<file path="src/sv/sjmc_pkg.sv">
// Shared widths and status codes for the sorted join match counter.
`default_nettype none

package sjmc_pkg;

    // Run counter width; the run product is 2*COUNT_WIDTH bits and must fit TOTAL_W.
    localparam int COUNT_WIDTH = 32;
    localparam int KEY_W       = 60;
    localparam int TOTAL_W     = 64;
    localparam int STATUS_W    = 2;

    localparam int S_TDATA_W   = ((KEY_W + 7) / 8) * 8;
    localparam int M_TDATA_W   = ((TOTAL_W + STATUS_W + 7) / 8) * 8;
    localparam int M_PAD_W     = M_TDATA_W - TOTAL_W - STATUS_W;

    localparam logic [STATUS_W-1:0] ST_OK    = 2'd0;
    localparam logic [STATUS_W-1:0] ST_OVF   = 2'd1;
    localparam logic [STATUS_W-1:0] ST_ORDER = 2'd2;

    localparam logic SIDE_DB    = 1'b0;
    localparam logic SIDE_QUERY = 1'b1;

endpackage

`default_nettype wire

</file>
<file path="src/sv/sorted_join_match_count_unit.sv">
// Top level of the sorted join match counter: run tracking, product and total pipeline.
//
//  channel | dir | payload                                   | marker
//  --------+-----+-------------------------------------------+-------------------------
//  s_*     | in  | tdata: key[59:0]; tuser: side             | tlast: final_item
//  m_*     | out | tdata: match_total[63:0], status[65:64]   | one beat per final_item
//
//  One input beat per cycle. A beat passes the input register, the run tracker
//  (60-bit compare, count increment), the operand register, the 32x32 product
//  register and the 64-bit saturating accumulator into the output register.
//  rst_n clears all run state, the total and every valid bit at once.
//  The pipeline stops only while a result waits in the output register with
//  m_tready low and the next final beat has reached the accumulator; other
//  beats keep flowing.
`default_nettype none

module sorted_join_match_count_unit (
    input  logic                            clk,
    input  logic                            rst_n,
    input  logic                            s_tvalid,
    output logic                            s_tready,
    input  logic [sjmc_pkg::S_TDATA_W-1:0]  s_tdata,   // key[59:0], zero fill
    input  logic                            s_tuser,   // side
    input  logic                            s_tlast,   // final_item
    output logic                            m_tvalid,
    input  logic                            m_tready,
    output logic [sjmc_pkg::M_TDATA_W-1:0]  m_tdata    // match_total[63:0], status[65:64]
);

    localparam int CW = sjmc_pkg::COUNT_WIDTH;
    localparam logic [CW-1:0] CNT_MAX = '1;

    // input register
    logic                           in_valid_reg, in_valid_next;
    logic                           in_side_reg;
    logic [sjmc_pkg::KEY_W-1:0]     in_key_reg;
    logic                           in_last_reg;

    // run tracker state
    logic [sjmc_pkg::KEY_W-1:0]     cur_key_reg, cur_key_next;
    logic                           have_key_reg, have_key_next;
    logic [CW-1:0]                  db_cnt_reg, db_cnt_next;
    logic [CW-1:0]                  qr_cnt_reg, qr_cnt_next;
    logic [sjmc_pkg::STATUS_W-1:0]  err_reg, err_next;

    // multiplier operand stage
    logic                           p1_valid_reg, p1_valid_next;
    logic                           p1_last_reg;
    logic [sjmc_pkg::STATUS_W-1:0]  p1_err_reg;
    logic [CW-1:0]                  p1_a_reg, p1_b_reg;

    // product stage
    logic                           p2_valid_reg, p2_valid_next;
    logic                           p2_last_reg;
    logic [sjmc_pkg::STATUS_W-1:0]  p2_err_reg;
    logic [sjmc_pkg::TOTAL_W-1:0]   p2_prod_reg, p2_prod_next;

    // accumulator and output register
    logic [sjmc_pkg::TOTAL_W-1:0]   total_reg, total_next;
    logic                           sum_ovf_reg, sum_ovf_next;
    logic                           out_valid_reg, out_valid_next;
    logic [sjmc_pkg::TOTAL_W-1:0]   out_total_reg, out_total_next;
    logic [sjmc_pkg::STATUS_W-1:0]  out_status_reg, out_status_next;

    logic                           hold;
    logic                           adv;
    logic                           out_order;
    logic                           brk;
    logic [CW-1:0]                  db_base, qr_base;
    logic [CW-1:0]                  db_upd, qr_upd;
    logic                           cnt_sat;
    logic [sjmc_pkg::STATUS_W-1:0]  err_upd;
    logic                           mul_req;
    logic [CW-1:0]                  mul_a, mul_b;
    logic [sjmc_pkg::TOTAL_W:0]     sum_w;
    logic                           sum_ovf;
    logic [sjmc_pkg::TOTAL_W-1:0]   tot_new;

    // stop only when the next final beat would overwrite a result the sink holds off
    assign hold     = out_valid_reg && !m_tready && p2_valid_reg && p2_last_reg;
    assign adv      = !hold;
    assign s_tready = adv;

    // run tracker
    always_comb
    begin
        out_order = have_key_reg && (in_key_reg < cur_key_reg);
        brk       = have_key_reg && !out_order && (in_key_reg != cur_key_reg);
        db_base   = brk ? '0 : db_cnt_reg;
        qr_base   = brk ? '0 : qr_cnt_reg;
        db_upd    = db_base;
        qr_upd    = qr_base;
        cnt_sat   = 1'b0;
        if (!out_order)
        begin
            if (in_side_reg == sjmc_pkg::SIDE_DB)
            begin
                if (db_base == CNT_MAX)
                    cnt_sat = 1'b1;
                else
                    db_upd = db_base + 1'b1;
            end
            else
            begin
                if (qr_base == CNT_MAX)
                    cnt_sat = 1'b1;
                else
                    qr_upd = qr_base + 1'b1;
            end
        end

        if (out_order)
            err_upd = sjmc_pkg::ST_ORDER;
        else if (cnt_sat && err_reg == sjmc_pkg::ST_OK)
            err_upd = sjmc_pkg::ST_OVF;
        else
            err_upd = err_reg;

        // a value change closes the old run; a final beat closes the current one
        mul_req = brk || in_last_reg;
        mul_a   = brk ? db_cnt_reg : db_upd;
        mul_b   = brk ? qr_cnt_reg : qr_upd;

        cur_key_next  = cur_key_reg;
        have_key_next = have_key_reg;
        db_cnt_next   = db_cnt_reg;
        qr_cnt_next   = qr_cnt_reg;
        err_next      = err_reg;
        if (adv && in_valid_reg)
        begin
            if (in_last_reg)
            begin
                cur_key_next  = '0;
                have_key_next = 1'b0;
                db_cnt_next   = '0;
                qr_cnt_next   = '0;
                err_next      = sjmc_pkg::ST_OK;
            end
            else
            begin
                if (!out_order)
                    cur_key_next = in_key_reg;
                have_key_next = 1'b1;
                db_cnt_next   = db_upd;
                qr_cnt_next   = qr_upd;
                err_next      = err_upd;
            end
        end
    end

    // saturating accumulator
    always_comb
    begin
        sum_w   = {1'b0, total_reg} + {1'b0, p2_prod_reg};
        sum_ovf = sum_w[sjmc_pkg::TOTAL_W];
        tot_new = sum_ovf ? '1 : sum_w[sjmc_pkg::TOTAL_W-1:0];

        total_next      = total_reg;
        sum_ovf_next    = sum_ovf_reg;
        out_total_next  = out_total_reg;
        out_status_next = out_status_reg;
        if (adv && p2_valid_reg)
        begin
            if (p2_last_reg)
            begin
                total_next     = '0;
                sum_ovf_next   = 1'b0;
                out_total_next = tot_new;
                if (p2_err_reg == sjmc_pkg::ST_ORDER)
                    out_status_next = sjmc_pkg::ST_ORDER;
                else if (p2_err_reg == sjmc_pkg::ST_OVF || sum_ovf_reg || sum_ovf)
                    out_status_next = sjmc_pkg::ST_OVF;
                else
                    out_status_next = sjmc_pkg::ST_OK;
            end
            else
            begin
                total_next   = tot_new;
                sum_ovf_next = sum_ovf_reg || sum_ovf;
            end
        end
    end

    assign in_valid_next  = adv ? s_tvalid : in_valid_reg;
    assign p1_valid_next  = adv ? (in_valid_reg && mul_req) : p1_valid_reg;
    assign p2_valid_next  = adv ? p1_valid_reg : p2_valid_reg;
    assign p2_prod_next   = sjmc_pkg::TOTAL_W'(p1_a_reg) * sjmc_pkg::TOTAL_W'(p1_b_reg);
    assign out_valid_next = (out_valid_reg && !m_tready) || (adv && p2_valid_reg && p2_last_reg);

    always_ff @(posedge clk or negedge rst_n)
    begin
        if (!rst_n)
        begin
            in_valid_reg  <= 1'b0;
            cur_key_reg   <= '0;
            have_key_reg  <= 1'b0;
            db_cnt_reg    <= '0;
            qr_cnt_reg    <= '0;
            err_reg       <= sjmc_pkg::ST_OK;
            p1_valid_reg  <= 1'b0;
            p2_valid_reg  <= 1'b0;
            total_reg     <= '0;
            sum_ovf_reg   <= 1'b0;
            out_valid_reg <= 1'b0;
        end
        else
        begin
            in_valid_reg  <= in_valid_next;
            cur_key_reg   <= cur_key_next;
            have_key_reg  <= have_key_next;
            db_cnt_reg    <= db_cnt_next;
            qr_cnt_reg    <= qr_cnt_next;
            err_reg       <= err_next;
            p1_valid_reg  <= p1_valid_next;
            p2_valid_reg  <= p2_valid_next;
            total_reg     <= total_next;
            sum_ovf_reg   <= sum_ovf_next;
            out_valid_reg <= out_valid_next;
        end
    end

    // payload registers
    always_ff @(posedge clk)
    begin
        if (adv)
        begin
            in_side_reg <= s_tuser;
            in_key_reg  <= s_tdata[sjmc_pkg::KEY_W-1:0];
            in_last_reg <= s_tlast;
            p1_last_reg <= in_last_reg;
            p1_err_reg  <= err_upd;
            p1_a_reg    <= mul_a;
            p1_b_reg    <= mul_b;
            p2_last_reg <= p1_last_reg;
            p2_err_reg  <= p1_err_reg;
            p2_prod_reg <= p2_prod_next;
        end
        out_total_reg  <= out_total_next;
        out_status_reg <= out_status_next;
    end

    assign m_tvalid = out_valid_reg;
    assign m_tdata  = {{sjmc_pkg::M_PAD_W{1'b0}}, out_status_reg, out_total_reg};

endmodule

`default_nettype wire

</file>
<file path="config.mk">
export PLATFORM = sky130hd
export DESIGN_NAME = sorted_join_match_count_unit
export DESIGN_NICKNAME = d
export VERILOG_FILES = /design/src/sv/sjmc_pkg.sv /design/src/sv/sorted_join_match_count_unit.sv
export SDC_FILE = /design/constraint.sdc
export NUM_CORES = 2
export LEC_CHECK = 0
export BUFFER_PORTS_ARGS = -buffer_cell sky130_fd_sc_hd__buf_4
export CORE_UTILIZATION = 59
export CTS_CLUSTER_DIAMETER = 50
export DETAILED_ROUTE_END_ITERATION = 16
export MAX_ROUTING_LAYER = met4
export PLACE_DENSITY = 0.83
export SLEW_MARGIN = 20
export SYNTH_ARGS = -nofsm -noshare
export SYNTH_HDL_FRONTEND = slang
export SYNTH_SLANG_ARGS = --single-unit
</file>
<file path="constraint.sdc">
create_clock -name clk -period 8.5 [get_ports clk]
set_input_delay 0.85 -clock clk [delete_from_list [all_inputs] [get_ports clk]]
set_output_delay 0.85 -clock clk [all_outputs]
set_load 0.005 [all_outputs]
</file>
==> metrics.md <==
| Metric | Value |
|---|---|
| Reg clk slew, reported paths | `60 ps` |
| Slew HR | `28.97%` |
| Setup crit end kind | `register` |
| Highest cell delay on the worst timing path | `870 ps` |
| Ant. Diodes | `0` |
| Worst clock skew | `45.39 ps` |
| Crit Path Class | `reg2reg` |
| Clock Sinks | `458` |
| Most used DFF post-synth | `edfxtp_1` |
| Number of port buffers | `approximately 130` |
| Share of the synthesized area in the top cell type | `31.82%` |
| DR pass1 iterations | `8` |
| Worst min path class | `in2async` |
| Worst R2R Path Depth | `27` |
| Post-synth EDFFs | `262` |
| Cells taking the most area after synthesis | `fa_1 32%, edfxtp_1 14%, dfrtp_1 8.7%, ha_1 8.6%, and2_1 6.8%` |
| Fin. Hold Viols | `0` |
| FP Rows | `113` |
| Drt via density | `about 5.8` |
| Pleak | `slightly above 0.03 uW` |
| Buffer depth of the longest clock path | `3` |
| Cell internal pwr | `4848 uW` |
| CTS tree | `built` |
| Post-synthesis async set-or-reset flop share | `a little over two fifths` |
| Period utilisation layout | `97.88%` |
| Critical path depth in cells | `27` |
| Most used cell, CP | `fa_1` |
| # resized after CTS | `0` |
| Critical Path Start Type | `register` |
| # setup viols final | `0` |
| Worst path arrival time | `8680 ps` |
| Setup TNS | `0 ps` |
| Routed len/inst | `19.69 um` |
| Core Area | `approximately 0.095 mm^2` |
| Buffers plus inverters on the worst setup path | `7` |
| Area of the die | `between 0.09 and 0.1 mm^2` |
| Detailed-route via count | `41440` |
| Critical path startpoint | `p1_b_reg[3]` |
| Initial antenna violation count | `0` |
| Switching pwr | `around 2400 uW` |
| Max Cap Viol | `0` |
| Largest area contributor in the netlist | `fa_1` |
| Cts hold-fix bufs | `0` |
| Syn_area_per_cell | `9.842 um^2` |
| DRT iter0 DRCs | `3570` |
| Starting Density | `59.48%` |
| Clock network power share | `approximately 34%` |
| DRC | `0` |
| Worst path required time | `8860 ps` |
| Htree depth | `2` |
| Gate Count Post-Synth | `5734` |
| Logic gate share of total power | `24.8%` |
| Sequential fraction of the synthesis area | `between 20 and 25%` |
| Num CTS Buffers | `54` |
| Remaining global-route overflow | `0` |
| Worst slack at placement | `333.6 ps` |
| R2r setup slk | `180 ps` |
| CP Capture Point | `p2_prod_reg[63]` |
| Switching share of power | `32.74%` |
| DP HPWL | `between 100000 and 150000 um` |
| Yosys cell types | `88` |
| First-pass GRT wire length | `227200 um` |
| RD Place Congestion | `0.9739` |
| Fmax achieved | `around 120 MHz` |
| Worst Setup Slack, final | `about 180 ps` |
| Largest net degree at the start of global routing | `99` |
| Number of global-route vias before repair | `roughly 44000` |
| Max VDD drop | `0.2149 mV` |
| CP top delay family | `adder cells` |
| Status | `finished, final reports clean` |
| PD cells | `roughly 120 mW/mm^2` |
| Die H | `311.3 um` |
| Sequential fraction of design power | `40.9%` |
| Antenna Nets Post-Route | `0` |
| Least-Margin Pin Slew | `1065 ps` |
| #FFs+latches synth | `458` |
| Total Routing Usage GR | `30.21%` |
| Root buf cell | `clkbuf_16` |
| Final WL | `139800 um` |
| Area of the mapped netlist | `between 0.05 and 0.06 mm^2` |
| Nets | `7145` |
| Critical-path top delay cell | `edfxtp_1` |
| Setup bufs post-CTS | `0` |
| Die width | `between 300 and 400 um` |
| Count of pins over their slew limit | `0` |
| Capturing point of the worst reg2reg path | `p2_prod_reg[63]` |
| Ys Warns | `0` |
| Critical R2R Launch | `p1_b_reg[3]` |
| Worst-path maximum fanout | `17` |
| Layout area overhead | `8.552%` |
| RSZ-0062 raised after global routing | `false` |
| Ports | `144` |
| Worst-Skew Late Latency | `650 ps` |
| Layout cells sized above 1 | `roughly 7.4%` |
| Min Clock Period, post-route | `approximately 8300 ps` |
==> power by group through the flow <==
stage,registers (uW),clock network (uW),logic [uW]
after global routing,2970,2610,1950
after CTS,2940,2520,1770
after floorplan,2840,0,1210
after global placement,2960,0,1700
after detailed placement,2970,0,1750
final,2950,2480,1790
==> per-layer routing <==
layer  GRT usage (%)  up-vias  part of all wire (%)
met5               -        -                     0
met4           8.699        0                   3.1
met3           5.464      327                   9.3
met2           48.76     1895                    48
met1           39.17    20810                    39
li1                -    18420                     -
==> cell usage after synthesis, types with 13 or more instances <==
master / n
and3_1: 44
a21oi_1: 183
nor3_1: 45
or3_1: 21
nor2b_1: 15
o211ai_1: 27
nor2_1: 125
a21o_1: 98
nand2_1: 640
o31ai_1: 15
xor2_1: 58
nand3_1: 71
fa_1: 897
a22o_1: 115
a31oi_1: 37
ha_1: 389
xnor2_1: 114
nor4_1: 13
a211oi_1: 19
edfxtp_1: 262
and2_1: 615
o21ai_0: 118
nand4_1: 65
nand2b_1: 41
buf_2: 24
and4_1: 14
clkbuf_1: 271
dfrtp_1: 196
o21a_1: 26
inv_1: 972
o21bai_1: 28
==> cell usage in the layout, fill, tap and decap left out, types with 19 or more instances in the layout <==
| master | instances |
|---|---|
| nand3_1 | 70 |
| a22o_1 | 115 |
| a211oi_1 | 19 |
| nor3_1 | 45 |
| nor2_1 | 120 |
| a21oi_1 | 183 |
| xor2_1 | 58 |
| o211ai_1 | 27 |
| a21o_1 | 98 |
| nand2_1 | 639 |
| o21bai_1 | 28 |
| ha_1 | 389 |
| a31oi_1 | 37 |
| and3_1 | 44 |
| buf_4 | 286 |
| edfxtp_1 | 262 |
| o21ai_0 | 118 |
| and2_1 | 615 |
| o21a_1 | 26 |
| nand2b_1 | 41 |
| nand4_1 | 65 |
| fa_1 | 897 |
| clkbuf_16 | 54 |
| or3_1 | 21 |
| xnor2_1 | 114 |
| inv_1 | 972 |
| dfrtp_1 | 196 |
==> final cells by class <==
| class | count | area, um^2 |
|---|---|---|
| multi-input combinational | 4003 | 38870 |
| fill | 7120 | 33610 |
| sequential | 458 | 12770 |
| inverter | 973 | 3652 |
| timing repair buffer | 299 | 2401 |
| tap | 1265 | 1583 |
| clock buffer | 62 | 1381 |
| clock inverter | 40 | 593.1 |
==> metrics by stage <==
stage	cells	hold WS (ps)	power (uW)	util [%]	cell area, um^2
after detailed placement	6994	483.8	4722	62.46	59250
after global placement	6994	472.6	4668	62.46	59250
final	7100	308.5	7209	64.57	61260
after global routing	7100	346.9	7535	64.57	61260
after floorplan	5739	400.3	4047	-	56460
after CTS	7096	325.3	7225	64.54	61230
==> cell families after synthesis <==
group	Yosys count	synth area share, %
AO/OA/AOI/OAI	776	9.419
XOR/XNOR	172	2.670
adder cells (fa/ha/maj)	1286	40.45
buffers and inverters	1278	8.607
flip-flops	458	22.63
multiplexers	15	0.2794
other	1	0.006645
AND/OR/NAND/NOR	1748	15.94
==> worst min-delay path by stage <==
stage                          to  slack, ps
floorplan           p2_err_reg[0]        400
global placement    total_reg[50]        470
detailed placement  total_reg[50]        480
CTS                 total_reg[56]        330
global route        total_reg[56]        350
finish              total_reg[56]        310
No activity file was read; power rests on OpenSTA's default activity.
